File: src/sv/rcpe_pkg.sv
// shared types, constants and the notify lookup for the rectangle pair engine
// no dependencies

package rcpe_pkg;

    localparam int SLOTS   = 8;
    localparam int SLOT_W  = $clog2(SLOTS);
    localparam int CNT_W   = $clog2(SLOTS + 1);
    localparam int KINDS   = 5;
    localparam int ALLOW_W = KINDS * KINDS;
    localparam logic [ALLOW_W-1:0] ALLOW_RESET = ALLOW_W'(11152000);

    localparam int IN_DATA_W  = 72;
    localparam int OUT_DATA_W = 8;

    typedef enum logic [1:0] {
        FUNC_ADD   = 2'd0,
        FUNC_MARK  = 2'd1,
        FUNC_SCAN  = 2'd2,
        FUNC_CLEAR = 2'd3
    } t_func;

    typedef enum logic [2:0] {
        CODE_ADDED   = 3'd0,
        CODE_FULL    = 3'd1,
        CODE_MARKED  = 3'd2,
        CODE_PAIR    = 3'd3,
        CODE_DONE    = 3'd4,
        CODE_CLEARED = 3'd5,
        CODE_EMPTY   = 3'd6
    } t_code;

    typedef enum logic [2:0] {
        S_IDLE,
        S_FIND_I,
        S_LOAD_A,
        S_FIND_K,
        S_CMP,
        S_EMIT,
        S_DONE
    } t_state;

    typedef struct packed {
        logic        cb;
        logic [2:0]  kind;
        logic [14:0] height;
        logic [14:0] width;
        logic [15:0] top;
        logic [15:0] left;
    } t_entry;

    // receiver side notify flag from own tag, other tag and the permission mask
    function automatic logic notify(input logic [3:0] self_tag,
                                    input logic [3:0] other_tag,
                                    input logic [ALLOW_W-1:0] mask);
        logic [2:0] sk;
        logic [2:0] ok;
        logic [4:0] idx;
        sk  = self_tag[2:0];
        ok  = other_tag[2:0];
        idx = 5'(sk) * 5'(KINDS) + 5'(ok);
        if (!self_tag[3] || sk > 3'(KINDS - 1) || ok > 3'(KINDS - 1)) begin
            return 1'b0;
        end
        return mask[idx];
    endfunction

endpackage

File: src/sv/rect_collision_pair_engine_top.sv
// rectangle slot table with add, mark, clear and an all-pairs overlap scan
// depends on rcpe_pkg

// Add, mark and clear requests give one result each. A scan request walks the slots
// in order: each empty slot i is skipped, each occupied slot i is read and loaded,
// then each later slot k is visited and, when k is occupied, compared edge by edge
// until an edge misses or all four hit, with an emit step when the pair overlaps;
// the scan ends with one done result. The emit and done steps hold while the output
// register is full and not taken. A single shared add-and-compare unit checks one of
// the four overlap edges per cycle, and the slot memory reads one entry per cycle.
// No request is taken while a scan runs; results wait in one output register.

module rect_collision_pair_engine_top (
    input  logic                             i_clk,
    input  logic                             i_rst_n,
    input  logic                             i_cfg_wr_en,
    input  logic [rcpe_pkg::ALLOW_W-1:0]     i_cfg_wr_data,
    input  logic                             s_axis_tvalid,
    output logic                             s_axis_tready,
    // slot, left, top, width, height, kind, has_callback, zero pad
    input  logic [rcpe_pkg::IN_DATA_W-1:0]   s_axis_tdata,
    // func
    input  logic [1:0]                       s_axis_tuser,
    output logic                             m_axis_tvalid,
    input  logic                             m_axis_tready,
    // first_slot, second_slot, first_notified, second_notified
    output logic [rcpe_pkg::OUT_DATA_W-1:0]  m_axis_tdata,
    // code
    output logic [2:0]                       m_axis_tuser,
    output logic                             m_axis_tlast
);

    rcpe_pkg::t_state r_state, n_state;

    logic [rcpe_pkg::SLOTS-1:0]   r_valid;
    logic [rcpe_pkg::SLOTS-1:0]   r_pend;
    logic [rcpe_pkg::ALLOW_W-1:0] r_allow;
    logic [rcpe_pkg::CNT_W-1:0]   r_i;
    logic [rcpe_pkg::CNT_W-1:0]   r_k;
    logic [1:0]                   r_step;
    rcpe_pkg::t_entry             r_a;
    rcpe_pkg::t_entry             r_rd_data;
    rcpe_pkg::t_entry             mem [rcpe_pkg::SLOTS];

    logic          r_out_valid;
    rcpe_pkg::t_code r_out_code;
    logic [2:0]    r_out_first;
    logic [2:0]    r_out_second;
    logic          r_out_nf;
    logic          r_out_ns;
    logic          r_out_last;

    rcpe_pkg::t_code n_code;
    logic [2:0]    n_first;
    logic [2:0]    n_second;
    logic          n_nf;
    logic          n_ns;
    logic          n_last;
    logic          out_load;

    logic          out_free;
    logic          in_acc;
    rcpe_pkg::t_func in_func;
    logic [2:0]    in_slot;
    rcpe_pkg::t_entry in_entry;

    logic [rcpe_pkg::SLOT_W-1:0] free_idx;
    logic                        free_found;
    logic                        mark_ok;
    logic [rcpe_pkg::SLOT_W-1:0] rd_addr;
    logic                        i_end;
    logic                        k_end;
    logic                        i_occ;
    logic                        k_occ;

    logic signed [17:0] cmp_p;
    logic signed [17:0] cmp_q;
    logic signed [17:0] cmp_s;
    logic signed [17:0] cmp_sum;
    logic               cmp_hit;

    // request unpacking
    assign in_func          = rcpe_pkg::t_func'(s_axis_tuser);
    assign in_slot          = s_axis_tdata[2:0];
    assign in_entry.left    = s_axis_tdata[18:3];
    assign in_entry.top     = s_axis_tdata[34:19];
    assign in_entry.width   = s_axis_tdata[49:35];
    assign in_entry.height  = s_axis_tdata[64:50];
    assign in_entry.kind    = s_axis_tdata[67:65];
    assign in_entry.cb      = s_axis_tdata[68];

    assign out_free = !r_out_valid || m_axis_tready;
    assign in_acc   = s_axis_tvalid && s_axis_tready;

    assign i_end = (r_i == rcpe_pkg::CNT_W'(rcpe_pkg::SLOTS));
    assign k_end = (r_k == rcpe_pkg::CNT_W'(rcpe_pkg::SLOTS));
    assign i_occ = r_valid[r_i[rcpe_pkg::SLOT_W-1:0]];
    assign k_occ = r_valid[r_k[rcpe_pkg::SLOT_W-1:0]];

    // lowest free slot
    always_comb begin
        free_idx   = '0;
        free_found = 1'b0;
        for (int j = rcpe_pkg::SLOTS - 1; j >= 0; j--) begin
            if (!r_valid[j]) begin
                free_idx   = rcpe_pkg::SLOT_W'(j);
                free_found = 1'b1;
            end
        end
    end

    assign mark_ok = (32'(in_slot) < rcpe_pkg::SLOTS) &&
                     r_valid[in_slot[rcpe_pkg::SLOT_W-1:0]];

    // shared edge compare: p < q + size, one edge per step
    always_comb begin
        case (r_step)
            2'd0: begin
                cmp_p = 18'(signed'(r_a.left));
                cmp_q = 18'(signed'(r_rd_data.left));
                cmp_s = 18'(r_rd_data.width);
            end
            2'd1: begin
                cmp_p = 18'(signed'(r_rd_data.left));
                cmp_q = 18'(signed'(r_a.left));
                cmp_s = 18'(r_a.width);
            end
            2'd2: begin
                cmp_p = 18'(signed'(r_a.top));
                cmp_q = 18'(signed'(r_rd_data.top));
                cmp_s = 18'(r_rd_data.height);
            end
            default: begin
                cmp_p = 18'(signed'(r_rd_data.top));
                cmp_q = 18'(signed'(r_a.top));
                cmp_s = 18'(r_a.height);
            end
        endcase
        cmp_sum = cmp_q + cmp_s;
        cmp_hit = cmp_p < cmp_sum;
    end

    // next state
    always_comb begin
        n_state = r_state;
        case (r_state)
            rcpe_pkg::S_IDLE: begin
                if (in_acc && in_func == rcpe_pkg::FUNC_SCAN) begin
                    n_state = rcpe_pkg::S_FIND_I;
                end
            end
            rcpe_pkg::S_FIND_I: begin
                if (i_end) begin
                    n_state = rcpe_pkg::S_DONE;
                end else if (i_occ) begin
                    n_state = rcpe_pkg::S_LOAD_A;
                end
            end
            rcpe_pkg::S_LOAD_A: begin
                n_state = rcpe_pkg::S_FIND_K;
            end
            rcpe_pkg::S_FIND_K: begin
                if (k_end) begin
                    n_state = rcpe_pkg::S_FIND_I;
                end else if (k_occ) begin
                    n_state = rcpe_pkg::S_CMP;
                end
            end
            rcpe_pkg::S_CMP: begin
                if (!cmp_hit) begin
                    n_state = rcpe_pkg::S_FIND_K;
                end else if (r_step == 2'd3) begin
                    n_state = rcpe_pkg::S_EMIT;
                end
            end
            rcpe_pkg::S_EMIT: begin
                if (out_free) begin
                    n_state = rcpe_pkg::S_FIND_K;
                end
            end
            rcpe_pkg::S_DONE: begin
                if (out_free) begin
                    n_state = rcpe_pkg::S_IDLE;
                end
            end
            default: begin
                n_state = rcpe_pkg::S_IDLE;
            end
        endcase
    end

    // outputs and result selection
    always_comb begin
        s_axis_tready = 1'b0;
        rd_addr       = r_k[rcpe_pkg::SLOT_W-1:0];
        out_load      = 1'b0;
        n_code        = rcpe_pkg::CODE_DONE;
        n_first       = 3'd0;
        n_second      = 3'd0;
        n_nf          = 1'b0;
        n_ns          = 1'b0;
        n_last        = 1'b1;
        case (r_state)
            rcpe_pkg::S_IDLE: begin
                s_axis_tready = out_free;
                case (in_func)
                    rcpe_pkg::FUNC_ADD: begin
                        out_load = in_acc;
                        if (free_found) begin
                            n_code  = rcpe_pkg::CODE_ADDED;
                            n_first = 3'(free_idx);
                        end else begin
                            n_code  = rcpe_pkg::CODE_FULL;
                        end
                    end
                    rcpe_pkg::FUNC_MARK: begin
                        out_load = in_acc;
                        n_first  = in_slot;
                        n_code   = mark_ok ? rcpe_pkg::CODE_MARKED : rcpe_pkg::CODE_EMPTY;
                    end
                    rcpe_pkg::FUNC_CLEAR: begin
                        out_load = in_acc;
                        n_code   = rcpe_pkg::CODE_CLEARED;
                    end
                    default: begin
                        out_load = 1'b0;
                    end
                endcase
            end
            rcpe_pkg::S_FIND_I: begin
                rd_addr = r_i[rcpe_pkg::SLOT_W-1:0];
            end
            rcpe_pkg::S_EMIT: begin
                out_load = out_free;
                n_code   = rcpe_pkg::CODE_PAIR;
                n_first  = 3'(r_i);
                n_second = 3'(r_k);
                n_nf     = rcpe_pkg::notify({r_a.cb, r_a.kind},
                                            {r_rd_data.cb, r_rd_data.kind}, r_allow);
                n_ns     = rcpe_pkg::notify({r_rd_data.cb, r_rd_data.kind},
                                            {r_a.cb, r_a.kind}, r_allow);
                n_last   = 1'b0;
            end
            rcpe_pkg::S_DONE: begin
                out_load = out_free;
                n_code   = rcpe_pkg::CODE_DONE;
            end
            default: begin
                out_load = 1'b0;
            end
        endcase
    end

    // slot memory
    always_ff @(posedge i_clk) begin
        if (in_acc && in_func == rcpe_pkg::FUNC_ADD && free_found) begin
            mem[free_idx] <= in_entry;
        end
        r_rd_data <= mem[rd_addr];
    end

    // control state
    always_ff @(posedge i_clk) begin
        if (!i_rst_n) begin
            r_state     <= rcpe_pkg::S_IDLE;
            r_valid     <= '0;
            r_pend      <= '0;
            r_allow     <= rcpe_pkg::ALLOW_RESET;
            r_i         <= '0;
            r_k         <= '0;
            r_step      <= '0;
            r_out_valid <= 1'b0;
        end else begin
            r_state <= n_state;
            if (i_cfg_wr_en) begin
                r_allow <= i_cfg_wr_data;
            end
            if (out_load) begin
                r_out_valid <= 1'b1;
            end else if (m_axis_tready) begin
                r_out_valid <= 1'b0;
            end
            if (in_acc) begin
                case (in_func)
                    rcpe_pkg::FUNC_ADD: begin
                        if (free_found) begin
                            r_valid[free_idx] <= 1'b1;
                            r_pend[free_idx]  <= 1'b0;
                        end
                    end
                    rcpe_pkg::FUNC_MARK: begin
                        if (mark_ok) begin
                            r_pend[in_slot[rcpe_pkg::SLOT_W-1:0]] <= 1'b1;
                        end
                    end
                    rcpe_pkg::FUNC_SCAN: begin
                        r_valid <= r_valid & ~r_pend;
                        r_pend  <= '0;
                        r_i     <= '0;
                    end
                    default: begin
                        r_valid <= '0;
                        r_pend  <= '0;
                    end
                endcase
            end
            case (r_state)
                rcpe_pkg::S_FIND_I: begin
                    if (!i_end) begin
                        if (i_occ) begin
                            r_k <= r_i + rcpe_pkg::CNT_W'(1);
                        end else begin
                            r_i <= r_i + rcpe_pkg::CNT_W'(1);
                        end
                    end
                end
                rcpe_pkg::S_FIND_K: begin
                    if (k_end) begin
                        r_i <= r_i + rcpe_pkg::CNT_W'(1);
                    end else if (k_occ) begin
                        r_step <= 2'd0;
                    end else begin
                        r_k <= r_k + rcpe_pkg::CNT_W'(1);
                    end
                end
                rcpe_pkg::S_CMP: begin
                    if (!cmp_hit) begin
                        r_k <= r_k + rcpe_pkg::CNT_W'(1);
                    end else begin
                        r_step <= r_step + 2'd1;
                    end
                end
                rcpe_pkg::S_EMIT: begin
                    if (out_free) begin
                        r_k <= r_k + rcpe_pkg::CNT_W'(1);
                    end
                end
                default: begin
                    r_step <= r_step;
                end
            endcase
        end
    end

    // payload registers
    always_ff @(posedge i_clk) begin
        if (r_state == rcpe_pkg::S_LOAD_A) begin
            r_a <= r_rd_data;
        end
        if (out_load) begin
            r_out_code   <= n_code;
            r_out_first  <= n_first;
            r_out_second <= n_second;
            r_out_nf     <= n_nf;
            r_out_ns     <= n_ns;
            r_out_last   <= n_last;
        end
    end

    assign m_axis_tvalid = r_out_valid;
    assign m_axis_tdata  = {r_out_ns, r_out_nf, r_out_second, r_out_first};
    assign m_axis_tuser  = r_out_code;
    assign m_axis_tlast  = r_out_last;

endmodule

File: config.mk
export PLATFORM = sky130hd
export DESIGN_NAME = rect_collision_pair_engine_top
export DESIGN_NICKNAME = d
export VERILOG_FILES = /design/src/sv/rcpe_pkg.sv /design/src/sv/rect_collision_pair_engine_top.sv
export SDC_FILE = /design/constraint.sdc
export NUM_CORES = 1
export LEC_CHECK = 0
export ABC_AREA = 1
export BUFFER_PORTS_ARGS = -buffer_cell sky130_fd_sc_hd__buf_4
export CORE_MARGIN = 4
export CORE_UTILIZATION = 54
export DETAILED_ROUTE_END_ITERATION = 8
export GPL_TIMING_DRIVEN = 1
export PLACE_DENSITY = 0.82
export SLEW_MARGIN = 10
export SYNTH_ARGS = -nofsm -noshare
export SYNTH_HDL_FRONTEND = slang
export SYNTH_SLANG_ARGS = --single-unit
File: constraint.sdc
create_clock -name i_clk -period 6.4 [get_ports i_clk]
set_clock_uncertainty 0.1 [all_clocks]
set_input_delay 0.64 -clock i_clk [delete_from_list [all_inputs] [get_ports i_clk]]
set_output_delay 0.64 -clock i_clk [all_outputs]
set_load 0.05 [all_outputs]
**Word-level counts from Yosys, hierarchy flattened**

Memories as Yosys holds them, arrays and structs flattened. A register that Yosys moved wholly into a read port is not among the register bits.
Index checks and enable logic that the tools add are counted.

- Memory bits (writable): 528
- Output and inout bits: 14
- Flip-flop bits (word level): 133
- Memories: 1
- Word-level logic and storage cells: 192
- Input bits: 104

Memory list:

| memory | words | bits a word | rd ports | clocked after memory_dff | wr ports | line | RTL |
|---|---|---|---|---|---|---|---|
| mem | 8 | 66 | 1 | 1 | 1 | rect_collision_pair_engine_top.sv:43 | `rcpe_pkg::t_entry mem [rcpe_pkg::SLOTS];` |

- Reductions and logical operators: 27
- Multiplexer cells: 89
- Order comparisons: 11
- Multipliers: 2
- Equality and inequality tests: 29
- Add/sub/neg operators: 6
- Bitwise operators: 7

Operator list:

| cell | count |
|---|---|
| 18-bit case mux with 3 select lines | 2 |
| 3-bit 2-to-1 mux | 20 |
| 15-bit case mux with 3 select lines | 1 |
| 4-bit 2-to-1 mux | 11 |
| 1-bit 2-to-1 mux | 31 |
| 8-bit 2-to-1 mux | 3 |
| 2-bit != test (second input constant) | 12 |
| 8-bit case mux with 3 select lines | 1 |
| 3-bit case mux with 7 select lines | 1 |
| 18-bit adder | 1 |
| 18-bit < comparator | 1 |
| 3-bit case mux with 2 select lines | 3 |
| 8-bit AND | 2 |
| 3-bit by 4-bit < comparator with 1-bit output (second input constant) | 4 |
| 8-bit NOT | 2 |
| 8-bit bitwise OR | 2 |
| 4-bit case mux with 4 select lines | 1 |
| 8-bit case mux with 2 select lines | 1 |
| 5-bit by 6-bit < comparator with 1-bit output (second input constant) | 2 |
| 5-bit by 3-bit adder with 5-bit output | 2 |
| 1-bit binary-select mux with 5-bit select | 2 |
| 3-bit by 3-bit multiplier with 5-bit output (second input constant) | 2 |
| 1-bit binary-select mux with 3-bit select | 3 |
| 3-bit equality test (second input constant) | 3 |
| other kinds (30) | 58 |

**Longest topological paths before layout**

- Depth in word-level cells: 16
- Depth in mapped cells: 31
- Mapped depth without buffers: 30

**Least setup slack after synthesis**

No wires, ideal clock.

- Path type: in2reg
- Start point: input m_axis_tready
- End point: register r_valid[4] in the netlist's numbering
- Cell stages on the path: 7
- Data arrival time: 5.234 ns
- Path slack: 0.993 ns
- Path buffers: 0
- Data required time: 6.228 ns
- Library setup time: 0.072 ns
- Cells stage by stage: nor2_1 nor2_1 nand2_1 inv_2 nand2_1 nor2_1 o221a_2

- Cells in the longest elaborated chain, start to end: 4

RTL lines:

| element | line | RTL |
|---|---|---|
| start, declared | rect_collision_pair_engine_top.sv:25 | `input logic m_axis_tready,` |
| 1-bit logical OR | rect_collision_pair_engine_top.sv:92 | `assign out_free = !r_out_valid \|\| m_axis_tready;` |
| 1-bit 2-to-1 mux | rect_collision_pair_engine_top.sv:203 | `case (r_state)` |
| via s_axis_tready | rect_collision_pair_engine_top.sv:19 | `output logic s_axis_tready,` |
| 1-bit logical AND | rect_collision_pair_engine_top.sv:93 | `assign in_acc = s_axis_tvalid && s_axis_tready;` |
| 3-bit AND reduction (no line) | n/a |  |
| end signal, assigned | rect_collision_pair_engine_top.sv:297 | `r_valid <= r_valid & ~r_pend;` |
| end, declared | rect_collision_pair_engine_top.sv:35 | `logic [rcpe_pkg::SLOTS-1:0] r_valid;` |

The timed path passes the listed nets, and every way through them passes these cells.
A chain may end at the register's enable or synchronous reset.

**Final worst setup path**

- Start point: register r_step[1]
- End point: register r_k[2] in the netlist's numbering

- Cells in the longest elaborated chain, start to end: 6
- Elaborated cells on any way between the ends: 10
- Those cells by class: add/sub (1); order compare (1); eq/ne (3); mux (3); reduce/logical (2)

RTL lines:

| element | line | RTL |
|---|---|---|
| start, declared | rect_collision_pair_engine_top.sv:40 | `logic [1:0] r_step;` |
| start signal, assigned | rect_collision_pair_engine_top.sv:330 | `r_step <= r_step + 2'd1;` |
| start signal, assigned | rect_collision_pair_engine_top.sv:339 | `r_step <= r_step;` |
| 2-bit equality test, or another cell as far along | rect_collision_pair_engine_top.sv:117 | `case (r_step)` |
| 18-bit case mux with 3 select lines / 15-bit case mux with 3 select lines (equally long branches) | rect_collision_pair_engine_top.sv:117 |  |
| 18-bit adder | rect_collision_pair_engine_top.sv:139 | `cmp_sum = cmp_q + cmp_s;` |
| 18-bit < comparator (*) | rect_collision_pair_engine_top.sv:140 | `cmp_hit = cmp_p < cmp_sum;` |
| 2-bit != test (no line) (*) | n/a |  |
| 7-bit AND reduction (no line) (*) | n/a |  |
| end signal, assigned | rect_collision_pair_engine_top.sv:311 | `r_k <= r_i + rcpe_pkg::CNT_W'(1);` |
| end signal, assigned | rect_collision_pair_engine_top.sv:323 | `r_k <= r_k + rcpe_pkg::CNT_W'(1);` |
| end signal, assigned | rect_collision_pair_engine_top.sv:328 | `r_k <= r_k + rcpe_pkg::CNT_W'(1);` |
| end, declared | rect_collision_pair_engine_top.sv:39 | `logic [rcpe_pkg::CNT_W-1:0] r_k;` |

Mark *: on every way between the ends. The rest lies on a longest branch, timed or not.

==> flow_summary_export.csv <==
group,metric,value,unit
final_layout,syn2layout_area_growth,12.7,%
yosys,synth_seq_cells,727,
timing,whs,0.134,ns
clocking,tritoncts_clock_tree,"built",
grt,number_of_global_route_vias_before_repair,20400,
drt,drt_drc_violations_left,0,
grt,globalRouteTotalUtil,23.4,%
placement,detail_placement_hpwl,41.7,mm
yosys,synth_flop_type,"edfxtp_1",
worst_setup_path,timing.critical_path.required,6.82,ns
outcome,status,"finished, final reports clean",
timing,layout_setup_ws,0.772,ns
placement,port_buffers,114,
worst_setup_path,path_class,"reg -> reg",
grt,largest_net_degree_at_the_start_of_global_routing,135,
grt,number_of_antenna_violations_at_the_first_check_in_global_routing,5,
placement,place_ws,0.963,ns
placement,place.gp.congestion,0.891,
drt,wire_per_inst,20.1,um
final_layout,post_layout_nonfiller_instances,3550,
timing,finalCriticalPeriod,5.63,ns
grt,global_route_wire_length_before_repair,111,mm
grt,met1_use_gr,30.2,%
drt,firstDrtPassIters,6,
timing,tightestPinTransition,1.03,ns
yosys,synthesis.instances,2660,
clocking,cts_buffer_depth,3,
clocking,cts_buffers,74,
die,die_h,244,um
worst_setup_path,cp.arrival,6.05,ns
yosys,synth_enable_flop_cells,606,
clocking,cts.clk_slew.worst_paths,0.07,ns
timing,rsz0062_at_grt,"no",
worst_setup_path,worst_path_most_repeated_cell,"nand2_1",
final_layout,drive_above_1_share,10.1,%
yosys,synth_warnings,0,
yosys,proportion_of_register_bits_with_asynchronous_set_or_reset_after_synthesis,0,%
power,p_per_area,446,nW/um^2
die,placement_rows,86,
timing,fin_tns_setup,0,ns
die,area_of_the_core,55100,um^2
yosys,netlist_area,30100,um^2
die,floorplan.initialDensity,54.6,%
power,power_leakage,11.9,nW
final_layout,design.final.nets,2898,
placement,place.detailed.instances,3410,
clocking,cts_root_buffer,"clkbuf_16",
timing,slew_headroom,31.3,%
die,fp.dieW,244,um
die,io-pin-count,118,
timing,max_freq,0.178,GHz
clocking,clock_insertion_delay_worst_skew,0.63,ns
worst_setup_path,setup.worst_path.end_class,"flop",
grt,met3_usage,4.63,%
drt,detail-route-antenna-nets,0,
grt,grt_busiest_layer,"met2",
clocking,cts_hold_buffers,0,
clocking,clock_sinks,727,
grt,grt-ovfl-total,0,
worst_hold_path,hold_path.class,"in -> reg",
drt,post_drt_via_cell_ratio,5.90,
worst_setup_path,worst_path_largest_cell_delay,0.80,ns
timing,setup_violations,0,
yosys,synth_fp_nets,2820,
die,die_area,59500,um^2
clocking,h-tree-depth,3,
yosys,synthesis.area_per_instance,11.3,um^2
drt,total_via_count_after_detailed_routing,21000,
timing,report.final.slew_viol_count,0,
drt,drt_wl_total,71.3,mm
power,fin_total_pwr,15.1,mW
clocking,post-cts-setup-buffer-count,0,
clocking,postCtsResizedCells,0,
worst_setup_path,timing.critical_path.slowest_stage_cell,"ha_1",
worst_setup_path,critPathMaxFanout,24,
drt,drt-initial-drc-count,2364,
timing,finalHoldViolations,0,
worst_setup_path,start_kind,"flop",
job,drv_cap,0,
yosys,synth.lib_cells_used.distinct,47,
grt,grt_util_met2,40.1,%
yosys,synth.yosys.seq_area_share,68.6,%
timing,finalCritPeriodShare,87.9,%
power,power.ir.vdd_worst,286,uV
## layout make-up
class | count | area (um^2)
clock buffer | 105 | 2120
tap | 748 | 936
fill | 4070 | 21200
sequential | 727 | 20600
antenna | 3 | 7.51
multi-input combinational | 1705 | 8430
timing repair buffer | 146 | 1160
inverter | 84 | 328
clock inverter | 32 | 283
## placed cells by master, fill, tap and decap left out, drive strengths merged, types with 2 or more instances in the layout
cell,instances
fa,3
xor2,9
diode,3
xnor2,13
clkinvlp,2
buf,146
a21o,4
dfxtp,121
a21oi,105
o211ai,4
nor3,8
a211oi,2
a32o,4
clkinv,28
o221ai,2
inv,85
a32oi,2
o211a,2
nand2,279
clkbuf,105
nor2,616
a31oi,112
nand4,8
ha,53
o22ai,74
o21ai,341
a21boi,4
edfxtp,606
nand3,54
## registers in the layout, summed over array words and instances (netlist names), 4 cells and up
name,count
mem,528
r_a,66
r_rd_data,66
r_allow,25
r_pend,8
r_valid,8
r_i,4
r_k,4
## routing by layer
| metal | up-vias | wire length (um) |
|---|---|---|
| li1 | 9659 | - |
| met1 | 10100 | 28000 |
| met2 | 1007 | 35000 |
| met3 | 174 | 6090 |
| met4 | 0 | 2270 |
| met5 | - | 0 |
## per-stage QoR
stage	cell area [um^2]	util [%]
after CTS	33900	61.5
after global routing	33900	61.5
after detailed placement	31500	57.1
final	33900	61.5
after floorplan	30100	-
after global placement	31500	57.1
## synth_stat cells, types with 9 or more instances
| library cell | number | area (um^2) |
|---|---|---|
| nor2_1 | 613 | 2300 |
| edfxtp_1 | 606 | 18200 |
| nand2_1 | 275 | 1030 |
| o21ai_0 | 176 | 881 |
| o21ai_1 | 163 | 816 |
| dfxtp_1 | 121 | 2420 |
| a31oi_1 | 112 | 701 |
| a21oi_1 | 105 | 526 |
| inv_1 | 76 | 285 |
| o22ai_1 | 74 | 463 |
| clkbuf_1 | 59 | 221 |
| nand3_1 | 54 | 270 |
| ha_1 | 53 | 663 |
| buf_2 | 45 | 225 |
| buf_6 | 18 | 203 |
| buf_4 | 13 | 97.6 |
| xnor2_1 | 13 | 114 |
| xor2_1 | 9 | 78.8 |
## critical path, delay by kind of cell, from the launching register on
| kind | cells | cell delay, ns |
|---|---|---|
| and+or+nand+nor | 13 | 1.38 |
| adders and majority gates | 3 | 1.40 |
| AOI/OAI and AO/OA | 8 | 1.64 |
| DFF | 1 | 0.35 |
| buffers and inverters | 4 | 0.64 |
## cells by family (layout without fill, tap and decap cells)
family,count (synthesis),count (layout),synth area share [%]
compound gates,659,659,12.1
other cells,0,3,0
flops,727,727,68.6
fa+ha+maj,56,56,2.40
buf+inv,228,367,3.67
xor+xnor,22,22,0.641
simple gates,967,967,12.6
mux,1,1,0.0374
## report_power, final
part	total, mW	internal, mW	leakage, nW	switching [mW]
sequential	5.95	5.64	6.48	0.314
combinational	4.97	1.64	4.25	3.32
clock	4.21	2.39	1.18	1.82
total	15.1	9.68	11.9	5.45
## final timing paths
path	cells after the start	slack, ns	to	from
setup / recovery	28	0.77	r_k[2]	r_step[1]
hold / removal	1	0.13	mem[5][43]	s_axis_tdata[46]
setup reg to reg	28	0.77	r_k[2]	r_step[1]
hold reg to reg	0	0.34	r_a[48]	r_rd_data[48]
Power figures use the tool's default switching activity.
